--- src/hw/rtl/wsd_pkg.sv ---
`timescale 1ns / 1ps

package wsd_pkg;

   // Parser phase. Codes beyond the last member fall back to header byte one.
   typedef enum logic [2:0] {
      PH_HDR1    = 3'd0,
      PH_HDR2    = 3'd1,
      PH_EXTLEN  = 3'd2,
      PH_KEY     = 3'd3,
      PH_PAYLOAD = 3'd4
   } phase_type;

   // Result item kinds
   localparam logic KIND_HEADER  = 1'b0;
   localparam logic KIND_PAYLOAD = 1'b1;

   // 7-bit length codes that select an extended length field
   localparam logic [6:0] LEN_CODE_16 = 7'd126;
   localparam logic [6:0] LEN_CODE_64 = 7'd127;

   // Byte counts of the extended length and key fields
   localparam logic [3:0] EXT16_BYTES = 4'd2;
   localparam logic [3:0] EXT64_BYTES = 4'd8;
   localparam logic [3:0] KEY_BYTES   = 4'd4;

   typedef struct packed {
      logic        item_kind;
      logic        final_fragment;
      logic        reserved_one;
      logic        reserved_two;
      logic        reserved_three;
      logic [3:0]  frame_opcode;
      logic        is_masked;
      logic [31:0] masking_key;
      logic [63:0] frame_length;
      logic [7:0]  payload_byte;
      logic        frame_end;
   } rsp_type;

endpackage

--- src/hw/rtl/wsd_req_if.sv ---
`timescale 1ns / 1ps

interface wsd_req_if;
   logic       valid;
   logic       ready;
   logic [7:0] stream_byte;

   modport source (output valid, output stream_byte, input ready);
   modport sink   (input valid, input stream_byte, output ready);
endinterface

--- src/hw/rtl/wsd_rsp_if.sv ---
`timescale 1ns / 1ps

interface wsd_rsp_if;
   logic        valid;
   logic        ready;
   logic        item_kind;
   logic        final_fragment;
   logic        reserved_one;
   logic        reserved_two;
   logic        reserved_three;
   logic [3:0]  frame_opcode;
   logic        is_masked;
   logic [31:0] masking_key;
   logic [63:0] frame_length;
   logic [7:0]  payload_byte;
   logic        frame_end;

   modport source (
      output valid, output item_kind, output final_fragment, output reserved_one,
      output reserved_two, output reserved_three, output frame_opcode,
      output is_masked, output masking_key, output frame_length,
      output payload_byte, output frame_end, input ready
   );
   modport sink (
      input valid, input item_kind, input final_fragment, input reserved_one,
      input reserved_two, input reserved_three, input frame_opcode,
      input is_masked, input masking_key, input frame_length,
      input payload_byte, input frame_end, output ready
   );
endinterface

--- src/hw/rtl/websocket_frame_deframer.sv ---
`timescale 1ns / 1ps
// WebSocket (RFC 6455) frame deframer.
// req_chan: one stream byte per beat; frames follow each other with no gap.
// rsp_chan: one header beat per frame on its last header byte (mask key and
//   decoded length included), then one beat per raw payload byte (not
//   unmasked). The last beat of a frame carries frame_end; an empty frame
//   flags its header beat. Payload beats repeat the header fields.
// Header bytes before the last one produce no beat.
// A result is registered; it appears on rsp_chan in the cycle after its byte is taken.
// Throughput: one byte per cycle while the receiver keeps up. The parse state
//   and the output register both update in the accept cycle; the longest path
//   is the 64-bit remaining-count decrement and zero test.
// Stall: the output register holds a beat until taken. req_chan.ready is
//   high whenever that register is empty or is being drained this cycle,
//   so a stalled receiver stalls the stream after one waiting beat.
// Reset (synchronous, active high): parser returns to expecting the first
//   header byte of a new frame, all counters and fields clear, output empty.
module websocket_frame_deframer (
   input logic       clock,
   input logic       reset,
   wsd_req_if.sink   req_chan,
   wsd_rsp_if.source rsp_chan
);
   import wsd_pkg::*;

   phase_type   phase_ff,   phase_in;
   logic [3:0]  count_ff,   count_in;
   logic [7:0]  flags_ff,   flags_in;
   logic        mask_ff,    mask_in;
   logic [63:0] length_ff,  length_in;
   logic [31:0] key_ff,     key_in;
   logic [63:0] remain_ff,  remain_in;

   rsp_type     rsp_ff,     rsp_in;
   logic        rsp_valid_ff;

   logic        take;
   logic        emit;
   logic        frame_end;
   logic        do_after_len;
   logic        do_finish;
   logic [7:0]  b;
   logic [6:0]  len7;

   assign req_chan.ready = !rsp_valid_ff || rsp_chan.ready;
   assign take           = req_chan.valid && req_chan.ready;
   assign b              = req_chan.stream_byte;
   assign len7           = b[6:0];

   // Next parse state and result for the byte on the input
   always_comb begin
      phase_in     = phase_ff;
      count_in     = count_ff;
      flags_in     = flags_ff;
      mask_in      = mask_ff;
      length_in    = length_ff;
      key_in       = key_ff;
      remain_in    = remain_ff;
      emit         = 1'b0;
      frame_end    = 1'b0;
      do_after_len = 1'b0;
      do_finish    = 1'b0;
      rsp_in       = '0;
      rsp_in.item_kind = KIND_HEADER;

      case (phase_ff)
         PH_HDR2: begin
            mask_in = b[7];
            key_in  = '0;
            if (len7 < LEN_CODE_16) begin
               length_in    = {57'd0, len7};
               do_after_len = 1'b1;
            end else begin
               length_in = '0;
               count_in  = (len7 == LEN_CODE_16) ? EXT16_BYTES : EXT64_BYTES;
               phase_in  = PH_EXTLEN;
            end
         end
         PH_EXTLEN: begin
            length_in = {length_ff[55:0], b};
            count_in  = count_ff - 4'd1;
            if (count_in == 4'd0) begin
               do_after_len = 1'b1;
            end
         end
         PH_KEY: begin
            key_in   = {key_ff[23:0], b};
            count_in = count_ff - 4'd1;
            if (count_in == 4'd0) begin
               do_finish = 1'b1;
            end
         end
         PH_PAYLOAD: begin
            remain_in        = remain_ff - 64'd1;
            emit             = 1'b1;
            rsp_in.item_kind = KIND_PAYLOAD;
            if (remain_in == 64'd0) begin
               frame_end = 1'b1;
               phase_in  = PH_HDR1;
            end
         end
         default: begin
            flags_in  = b;
            mask_in   = 1'b0;
            key_in    = '0;
            length_in = '0;
            count_in  = '0;
            phase_in  = PH_HDR2;
         end
      endcase

      // length known: collect the key or close the header
      if (do_after_len) begin
         if (mask_in) begin
            key_in   = '0;
            count_in = KEY_BYTES;
            phase_in = PH_KEY;
         end else begin
            do_finish = 1'b1;
         end
      end

      if (do_finish) begin
         emit = 1'b1;
         if (length_in == 64'd0) begin
            frame_end = 1'b1;
            phase_in  = PH_HDR1;
         end else begin
            remain_in = length_in;
            phase_in  = PH_PAYLOAD;
         end
      end

      rsp_in.final_fragment = flags_in[7];
      rsp_in.reserved_one   = flags_in[6];
      rsp_in.reserved_two   = flags_in[5];
      rsp_in.reserved_three = flags_in[4];
      rsp_in.frame_opcode   = flags_in[3:0];
      rsp_in.is_masked      = mask_in;
      rsp_in.masking_key    = mask_in ? key_in : 32'd0;
      rsp_in.frame_length   = length_in;
      rsp_in.payload_byte   = (rsp_in.item_kind == KIND_PAYLOAD) ? b : 8'd0;
      rsp_in.frame_end      = frame_end;
   end

   // Parse state
   always_ff @(posedge clock) begin
      if (reset) begin
         phase_ff  <= PH_HDR1;
         count_ff  <= '0;
         flags_ff  <= '0;
         mask_ff   <= 1'b0;
         length_ff <= '0;
         key_ff    <= '0;
         remain_ff <= '0;
      end else if (take) begin
         phase_ff  <= phase_in;
         count_ff  <= count_in;
         flags_ff  <= flags_in;
         mask_ff   <= mask_in;
         length_ff <= length_in;
         key_ff    <= key_in;
         remain_ff <= remain_in;
      end
   end

   // Output register
   always_ff @(posedge clock) begin
      if (reset) begin
         rsp_valid_ff <= 1'b0;
      end else if (take) begin
         rsp_valid_ff <= emit;
      end else if (rsp_chan.ready) begin
         rsp_valid_ff <= 1'b0;
      end
   end

   always_ff @(posedge clock) begin
      if (take && emit) begin
         rsp_ff <= rsp_in;
      end
   end

   assign rsp_chan.valid          = rsp_valid_ff;
   assign rsp_chan.item_kind      = rsp_ff.item_kind;
   assign rsp_chan.final_fragment = rsp_ff.final_fragment;
   assign rsp_chan.reserved_one   = rsp_ff.reserved_one;
   assign rsp_chan.reserved_two   = rsp_ff.reserved_two;
   assign rsp_chan.reserved_three = rsp_ff.reserved_three;
   assign rsp_chan.frame_opcode   = rsp_ff.frame_opcode;
   assign rsp_chan.is_masked      = rsp_ff.is_masked;
   assign rsp_chan.masking_key    = rsp_ff.masking_key;
   assign rsp_chan.frame_length   = rsp_ff.frame_length;
   assign rsp_chan.payload_byte   = rsp_ff.payload_byte;
   assign rsp_chan.frame_end      = rsp_ff.frame_end;

   // In payload there is always at least one byte left to come
   a_payload_remain: assert property (@(posedge clock) disable iff (reset)
      (phase_ff == PH_PAYLOAD) |-> (remain_ff != 64'd0))
      else $error("payload phase with zero bytes remaining");

   // Field collection phases always have bytes outstanding
   a_field_count: assert property (@(posedge clock) disable iff (reset)
      (phase_ff == PH_EXTLEN || phase_ff == PH_KEY) |-> (count_ff != 4'd0))
      else $error("field phase with zero byte count");

   // A header beat that closes its frame belongs to an empty frame
   a_empty_frame: assert property (@(posedge clock) disable iff (reset)
      (rsp_valid_ff && rsp_ff.item_kind == KIND_HEADER && rsp_ff.frame_end)
      |-> (rsp_ff.frame_length == 64'd0))
      else $error("header beat flagged frame_end with nonzero length");

   // After the byte that ends a frame is taken, the parser waits for a new header
   a_frame_restart: assert property (@(posedge clock) disable iff (reset)
      (take && emit && frame_end) |=> (phase_ff == PH_HDR1))
      else $error("parser did not restart after frame end");

endmodule
--- src/flat_wrapper.sv ---
// flat-port wrapper written by rule: the top's interface ports become plain ports
module websocket_frame_deframer_flat import wsd_pkg::*;
  (clock, reset, req_chan_valid, req_chan_stream_byte, req_chan_ready, rsp_chan_valid, rsp_chan_item_kind, rsp_chan_final_fragment, rsp_chan_reserved_one, rsp_chan_reserved_two, rsp_chan_reserved_three, rsp_chan_frame_opcode, rsp_chan_is_masked, rsp_chan_masking_key, rsp_chan_frame_length, rsp_chan_payload_byte, rsp_chan_frame_end, rsp_chan_ready);
  wsd_req_if req_chan_i ();
  wsd_rsp_if rsp_chan_i ();
  input logic clock;
  input logic reset;
  input wire logic [$bits(req_chan_i.valid)-1:0] req_chan_valid;
  input wire logic [$bits(req_chan_i.stream_byte)-1:0] req_chan_stream_byte;
  output wire logic [$bits(req_chan_i.ready)-1:0] req_chan_ready;
  output wire logic [$bits(rsp_chan_i.valid)-1:0] rsp_chan_valid;
  output wire logic [$bits(rsp_chan_i.item_kind)-1:0] rsp_chan_item_kind;
  output wire logic [$bits(rsp_chan_i.final_fragment)-1:0] rsp_chan_final_fragment;
  output wire logic [$bits(rsp_chan_i.reserved_one)-1:0] rsp_chan_reserved_one;
  output wire logic [$bits(rsp_chan_i.reserved_two)-1:0] rsp_chan_reserved_two;
  output wire logic [$bits(rsp_chan_i.reserved_three)-1:0] rsp_chan_reserved_three;
  output wire logic [$bits(rsp_chan_i.frame_opcode)-1:0] rsp_chan_frame_opcode;
  output wire logic [$bits(rsp_chan_i.is_masked)-1:0] rsp_chan_is_masked;
  output wire logic [$bits(rsp_chan_i.masking_key)-1:0] rsp_chan_masking_key;
  output wire logic [$bits(rsp_chan_i.frame_length)-1:0] rsp_chan_frame_length;
  output wire logic [$bits(rsp_chan_i.payload_byte)-1:0] rsp_chan_payload_byte;
  output wire logic [$bits(rsp_chan_i.frame_end)-1:0] rsp_chan_frame_end;
  input wire logic [$bits(rsp_chan_i.ready)-1:0] rsp_chan_ready;
  assign req_chan_i.valid = req_chan_valid;
  assign req_chan_i.stream_byte = req_chan_stream_byte;
  assign req_chan_ready = req_chan_i.ready;
  assign rsp_chan_valid = rsp_chan_i.valid;
  assign rsp_chan_item_kind = rsp_chan_i.item_kind;
  assign rsp_chan_final_fragment = rsp_chan_i.final_fragment;
  assign rsp_chan_reserved_one = rsp_chan_i.reserved_one;
  assign rsp_chan_reserved_two = rsp_chan_i.reserved_two;
  assign rsp_chan_reserved_three = rsp_chan_i.reserved_three;
  assign rsp_chan_frame_opcode = rsp_chan_i.frame_opcode;
  assign rsp_chan_is_masked = rsp_chan_i.is_masked;
  assign rsp_chan_masking_key = rsp_chan_i.masking_key;
  assign rsp_chan_frame_length = rsp_chan_i.frame_length;
  assign rsp_chan_payload_byte = rsp_chan_i.payload_byte;
  assign rsp_chan_frame_end = rsp_chan_i.frame_end;
  assign rsp_chan_i.ready = rsp_chan_ready;
  websocket_frame_deframer u_core (.clock(clock), .reset(reset), .req_chan(req_chan_i), .rsp_chan(rsp_chan_i));
endmodule
--- config.mk ---
export PLATFORM = sky130hd
export DESIGN_NAME = websocket_frame_deframer_flat
export DESIGN_NICKNAME = d
export VERILOG_FILES = /design/src/hw/rtl/wsd_pkg.sv /design/src/hw/rtl/wsd_req_if.sv /design/src/hw/rtl/wsd_rsp_if.sv /design/src/hw/rtl/websocket_frame_deframer.sv /design/src/flat_wrapper.sv
export SDC_FILE = /design/constraint.sdc
export NUM_CORES = 1
export LEC_CHECK = 0
export ABC_AREA = 1
export BUFFER_PORTS_ARGS = -buffer_cell sky130_fd_sc_hd__buf_2
export CAP_MARGIN = 25
export CORE_MARGIN = 1
export CORE_UTILIZATION = 52
export CTS_CLUSTER_DIAMETER = 50
export CTS_CLUSTER_SIZE = 20
export DETAILED_ROUTE_END_ITERATION = 16
export PLACE_DENSITY = 0.71
export RECOVER_POWER = 50
export SETUP_SLACK_MARGIN = 0.02
export SLEW_MARGIN = 20
export SYNTH_ARGS = -nofsm -noshare
export SYNTH_HDL_FRONTEND = slang
export SYNTH_SLANG_ARGS = --single-unit
--- constraint.sdc ---
create_clock -name clock -period 6.2 [get_ports clock]
set_clock_uncertainty 0.1 [all_clocks]
set_input_delay 0.93 -clock clock [delete_from_list [all_inputs] [get_ports clock]]
set_output_delay 0.93 -clock clock [all_outputs]
set_load 0.1 [all_outputs]
== Word-level counts from Yosys, hierarchy flattened ==
Cells that the tools add are included.

* Output and inout port bits: 117
* Memory bits (writable): 0
* Bits of input ports: 12
* Memories: 0
* Bits in latches: 0
* Bits in registers: 292
* Logic and storage cells: 76
* Bits in read-only memories: 0

* Shifts and indexed selects: 0
* Div/mod/pow operators: 0
* Equal/unequal tests: 5
* Reduce and logical (&&, ||, !) cells: 13
* Bitwise logic cells: 0
* Multiply operators: 0
* Add/sub/neg operators: 2
* Multiplexer cells: 36
* $lt $le $gt $ge: 1

{| class="wikitable"
|+ Operator list
! kind !! number
|-
| $mux 64 || 3
|-
| $pmux 64 s3 || 1
|-
| $logic_not 64->1 || 2
|-
| $mux 32 || 2
|-
| $pmux 32 s2 || 1
|-
| $sub 64x1->64 const B || 1
|-
| $mux 3 || 6
|-
| $mux 4 || 4
|-
| $mux 1 || 13
|-
| $pmux 4 s3 || 1
|-
| $pmux 3 s3 || 1
|-
| $mux 8 || 1
|-
| $eq 7x7->1 const B || 1
|-
| $lt 7x7->1 const B || 1
|-
| $mux 7 || 1
|-
| $eq 3x2->1 const B || 2
|-
| $reduce_or 2->1 || 3
|-
| $logic_not 4->1 || 1
|-
| $pmux 1 s2 || 2
|-
| $reduce_or 4->1 || 1
|-
| $sub 4x1->4 const B || 1
|-
| $eq 3x1->1 const B || 1
|-
| $eq 3x3->1 const B || 1
|-
| $reduce_or 3->1 || 1
|-
| other kinds (4) || 5
|}

== Depth between registers and ports, before layout ==
* Depth in word-level cells: 8
* Mapped depth: 20
* Mapped depth without buffers: 18

== Worst setup path after synthesis ==
OpenSTA, ideal clock, no wires.

* Path type: input port to flip-flop
* From: input port rsp_chan_ready
* To: register u_core.rsp_ff, in the netlist u_core.rsp_chan.final_fragment, enable pin
* Required time: 5632 ps
* Slack: 813 ps
* Library setup time: 468 ps
* Arrival: 4819 ps
* Buffers on the path: 2
* Stages: 8
* Path through: inv_1 -> nand2_1 -> nand2_1 -> inv_1 -> clkbuf_1 -> clkbuf_1 -> o21ai_1 -> inv_1

* Longest elaborated chain between the ends: 3

{| class="wikitable"
|+ RTL lines
! item !! line !! text
|-
| start, declared || flat_wrapper.sv:23 || <nowiki>input wire logic [$bits(rsp_chan_i.ready)-1:0] rsp_chan_ready;</nowiki>
|-
| $logic_or 1x1->1 || websocket_frame_deframer.sv:45 || <nowiki>assign req_chan.ready = !rsp_valid_ff || rsp_chan.ready;</nowiki>
|-
| named net req_chan_ready || flat_wrapper.sv:10 || <nowiki>output wire logic [$bits(req_chan_i.ready)-1:0] req_chan_ready;</nowiki>
|-
| $logic_and 1x1->1 || websocket_frame_deframer.sv:46 || <nowiki>assign take = req_chan.valid && req_chan.ready;</nowiki>
|-
| $logic_and 1x1->1 || websocket_frame_deframer.sv:179 || <nowiki>if (take && emit) begin</nowiki>
|-
| end signal, assigned || websocket_frame_deframer.sv:180 || <nowiki>rsp_ff <= rsp_in;</nowiki>
|-
| end, declared || websocket_frame_deframer.sv:34 || <nowiki>rsp_type rsp_ff, rsp_in;</nowiki>
|}

The timed path passes the listed nets, and every way through them passes these cells.
A chain may end at the register's enable or synchronous reset.

== Worst setup path after layout ==
* From: register u_core.phase_ff[2]
* To: register u_core.remain_ff[40]

* Longest elaborated chain between the ends: 6
* Elaborated cells between the ends (all ways): 16
* Classes of those cells: 4 x eq/ne; 9 x mux; 3 x reduce/logical

{| class="wikitable"
|+ RTL lines
! item !! line !! text
|-
| start, declared || websocket_frame_deframer.sv:26 || <nowiki>phase_type phase_ff, phase_in;</nowiki>
|-
| start signal, assigned || websocket_frame_deframer.sv:157 || <nowiki>phase_ff <= phase_in;</nowiki>
|-
| $eq 3x2->1 / $eq 3x3->1 (equally long branches) || websocket_frame_deframer.sv:66 || <nowiki>case (phase_ff)</nowiki>
|-
| $reduce_or 2->1 (no line) / $reduce_or 3->1 (equally long branches) || - ||
|-
| $pmux 64 s3 / $pmux 1 s2 (equally long branches) || websocket_frame_deframer.sv:66 ||
|-
| $logic_not 64->1 / $mux 1 (equally long branches) || websocket_frame_deframer.sv:125, websocket_frame_deframer.sv:114 ||
|-
| $mux 64 / $mux 1 (equally long branches) || websocket_frame_deframer.sv:125, websocket_frame_deframer.sv:113 ||
|-
| $mux 64 (*) || websocket_frame_deframer.sv:123 || <nowiki>if (do_finish) begin</nowiki>
|-
| end signal, assigned || websocket_frame_deframer.sv:163 || <nowiki>remain_ff <= remain_in;</nowiki>
|-
| end, declared || websocket_frame_deframer.sv:32 || <nowiki>logic [63:0] remain_ff, remain_in;</nowiki>
|}

Every way passes the cells marked *; elsewhere a longest branch is shown, timed or not.

==> run summary <==
Status -> complete, no violations
Crit-path max cell delay -> 780 ps
Mux share of post-synthesis cell area -> 0%
Width of the die -> 177.7 um
Die area -> 0.03157 mm2
ANT cells -> 0
Final Hold Fails -> 0
Ports -> 129
Seq pwr share -> 38.8%
Largest net degree at the start of global routing -> 90
Sw frac -> 37.34%
Dominant synthesized flop cell -> dfxtp_1
Post-synth top area share -> 22.08%
Final worst-path cycle share -> 81.48%
CP Launch Type -> flop
Max stage delay cell, worst path -> nand2_1
CTS resizes -> 0
# Post-CTS Setup Buffers -> 0
Starting Density -> 53.44%
Comb pwr share -> 26.7%
CTS Hold Bufs -> 0
Worst-Margin Slew -> 1272 ps
Skew-Pair Late Insertion Delay -> 590 ps
Setup TNS Final -> 0 ps
Sequential element share of the synthesized area -> 43.60%
RSZ-0062 raised after global routing -> false
PortBufs -> 128
Total gr overflow -> 0
H-tree depth -> 1
Vias in the first global route -> 14.16k
Post-Syn Area per Cell -> 6.783 um2
Data required, critical path -> 6520 ps
Critical Path Fanout Max -> 64
Ys Warns -> 0
Worst-path clk slew -> 70 ps
Drt pass-1 iters -> 8
Drt initial violations -> 1926
Final wirelength -> 52340 um
Clk pwr share -> 34.5%
Num CTS Buffers -> 30
Max Cap Viol -> 0
Power Dens Cells -> 315.6 mW/mm2
Most common cell in the netlist -> nand2_1
Residual DRC -> 0
Post-Layout Cell Count -> 2843
Xor/xnor share of the synthesized area -> 0.4366%
Die H -> 177.7 um
Clock root buffer -> clkbuf_16
Worst Hold Class -> reg -> reg
Layout fillers -> 2910
Largest family of logic cells by synthesized area -> simple AND/OR/NAND/NOR gates
NumNets Final -> 2445
Clock Tree Buf Depth -> 3
Compound-cell area share of the yosys netlist -> 13.58%
RePlAce Congestion -> 1.018
Post-DR wirelength/cell -> 18.41 um
Post-synth net total -> 2382
Setup Crit Path Kind -> reg -> reg
FFs w/ async S/R, synth -> 0%
Core area -> 0.03003 mm2
GRT Util Overall -> 33.05%
Crit-path cells -> nor2_1 -> nand2_1 -> nand2_4 -> a21boi_0 -> nand2_1 -> nor2_1 -> nand2_1 -> nor2_1 -> nand3_2 -> buf_4 -> nand2_2 -> buf_4 -> nand2_1 -> nand3_1 -> a21oi_1
Largest cells by area after synthesis -> dfxtp_1, edfxtp_1, nand2_1
Slew headroom -> 15.56%
Post-Synth Adder-Cell Area -> 0.3118%
Yosys cell types -> 34
Post-Synthesis Cells -> 2366
Area Overhead vs Synth -> 11.00%
Seq cells post-synth -> 292
Internal Power -> 0.003523 W
Psw -> 0.002099 W
CTS tree -> done
Lkg Pwr -> 8.546 nW
Max Transition Viols Final -> 0
Simple-gate portion of the synthesized area -> 30.96%
Hpwl dp -> 37900 um
Leading area contributor after synthesis -> dfxtp_1
Initial antenna violation count -> 0
Rows -> 63
First-pass GRT wire length -> 79990 um
Peak supply drop -> 0.2188 mV
Final worst path period need -> 5052 ps
Mapped Area -> 0.01605 mm2
FMAX -> 198.0 MHz
Clk sink count -> 292
Routed vias/inst -> 5.611
Most frequent cells after synthesis -> nand2_1, inv_1, nor2_1
Most Frequent Cell on Critical Path -> nand2_1
Finish-stage setup viols -> 0
Vias -> 15.95k
Worst EP arrival -> 5380 ps
Crit end category -> flop
Ratio of cells with drive above 1 in the final layout -> 3.710%
ANT nets after route -> 0
Post-synth EDFFs -> 115
# placed instances -> 2786
[cells in the final DEF (no fill, tap or decap), types with 4 or more instances in the layout]
master / n
clkinv_1: 5
inv_6: 4
ha_1: 4
a22oi_1: 16
clkinv_8: 4
inv_1: 337
dfxtp_1: 177
nand3b_1: 5
nand4_1: 18
nand2_1: 699
nor3_1: 7
nand3_1: 204
a21boi_0: 5
nor2_1: 279
o21ai_0: 123
o22ai_1: 26
a21oi_1: 129
clkbuf_1: 121
a211oi_1: 25
buf_4: 14
and2_1: 5
xor2_1: 7
edfxtp_1: 115
o211ai_1: 51
buf_2: 10
clkbuf_16: 31
[worst max-delay path, delay by kind of cell, from the launching register on]
family                 cells  cell delay (ps)
AO/OA/AOI/OAI              2              780
buffers and inverters      2              820
flip-flops                 1              440
AND/OR/NAND/NOR           11             2680
[power groups by stage]
stage | Sequential (W) | Combinational [W] | Clock [W]
floorplan | 0.00239 | 0.000901 | 0
global placement | 0.00222 | 0.00147 | 0
detailed placement | 0.00222 | 0.00147 | 0
CTS | 0.00218 | 0.00148 | 0.00196
global route | 0.00219 | 0.00165 | 0.00203
finish | 0.00218 | 0.00150 | 0.00194
[flip-flops by register name, summed over array words and instances (netlist names), 4 cells and up]
name                          flops
u_core.count_ff                   4
u_core.flags_ff                   8
u_core.key_ff                    32
u_core.length_ff                 64
u_core.remain_ff                 64
u_core.rsp_chan.frame_length     64
u_core.rsp_chan.frame_opcode      4
u_core.rsp_chan.masking_key      32
u_core.rsp_chan.payload_byte      8
[logic make-up after synthesis]
logic type      Yosys count
simple gates           1225
buf+inv                 458
compound gates          379
flops                   292
xor+xnor                  8
fa+ha+maj                 4
[stage by stage]
| step | utilization, % | worst slack [ps] | instance area [um2] | power, W | hold slack (ps) |
|---|---|---|---|---|---|
| 6_report | 59.32 | 1148 | 17810 | 0.005622 | 382.8 |
| 5_1_grt | 59.32 | 739.8 | 17810 | 0.005865 | 401.5 |
| 4_1_cts | 59.79 | 1756 | 17960 | 0.005620 | 383.4 |
| 3_5_place_dp | 56.16 | 1760 | 16870 | 0.003694 | 372.7 |
| 3_3_place_gp | 56.16 | 1771 | 16870 | 0.003685 | 366.7 |
| 2_1_floorplan | - | 812.8 | 16050 | 0.003294 | 352.3 |
[worst paths after layout]
kind / from / end / slack [ps] / cells after the start
hold / removal: u_core.remain_ff[63] / u_core.remain_ff[63] / 380 / 2
hold reg to reg: u_core.remain_ff[63] / u_core.remain_ff[63] / 380 / 2
setup reg to reg: u_core.phase_ff[2] / u_core.remain_ff[40] / 1150 / 15
setup / recovery: u_core.phase_ff[2] / u_core.remain_ff[40] / 1150 / 15
[layout make-up]
type,count,area [um2],share of cell area (%)
Clock buffer,35,810.8,4.551
Clock inverter,21,280.3,1.573
Inverter,344,1296,7.276
Multi-Input combinational cell,1616,7301,40.98
Sequential cell,292,6997,39.28
Tap cell,390,488.0,2.739
Timing Repair Buffer,145,641.9,3.603
[per-layer routing]
metal	global-route usage (%)	up-vias	share of wire [%]
met1	51.74	7426	47
met2	46.65	742	41
met5	0	-	0
li1	-	7727	-
met3	6.234	57	10
met4	6.517	0	1.5
No activity file was read; power rests on OpenSTA's default activity.
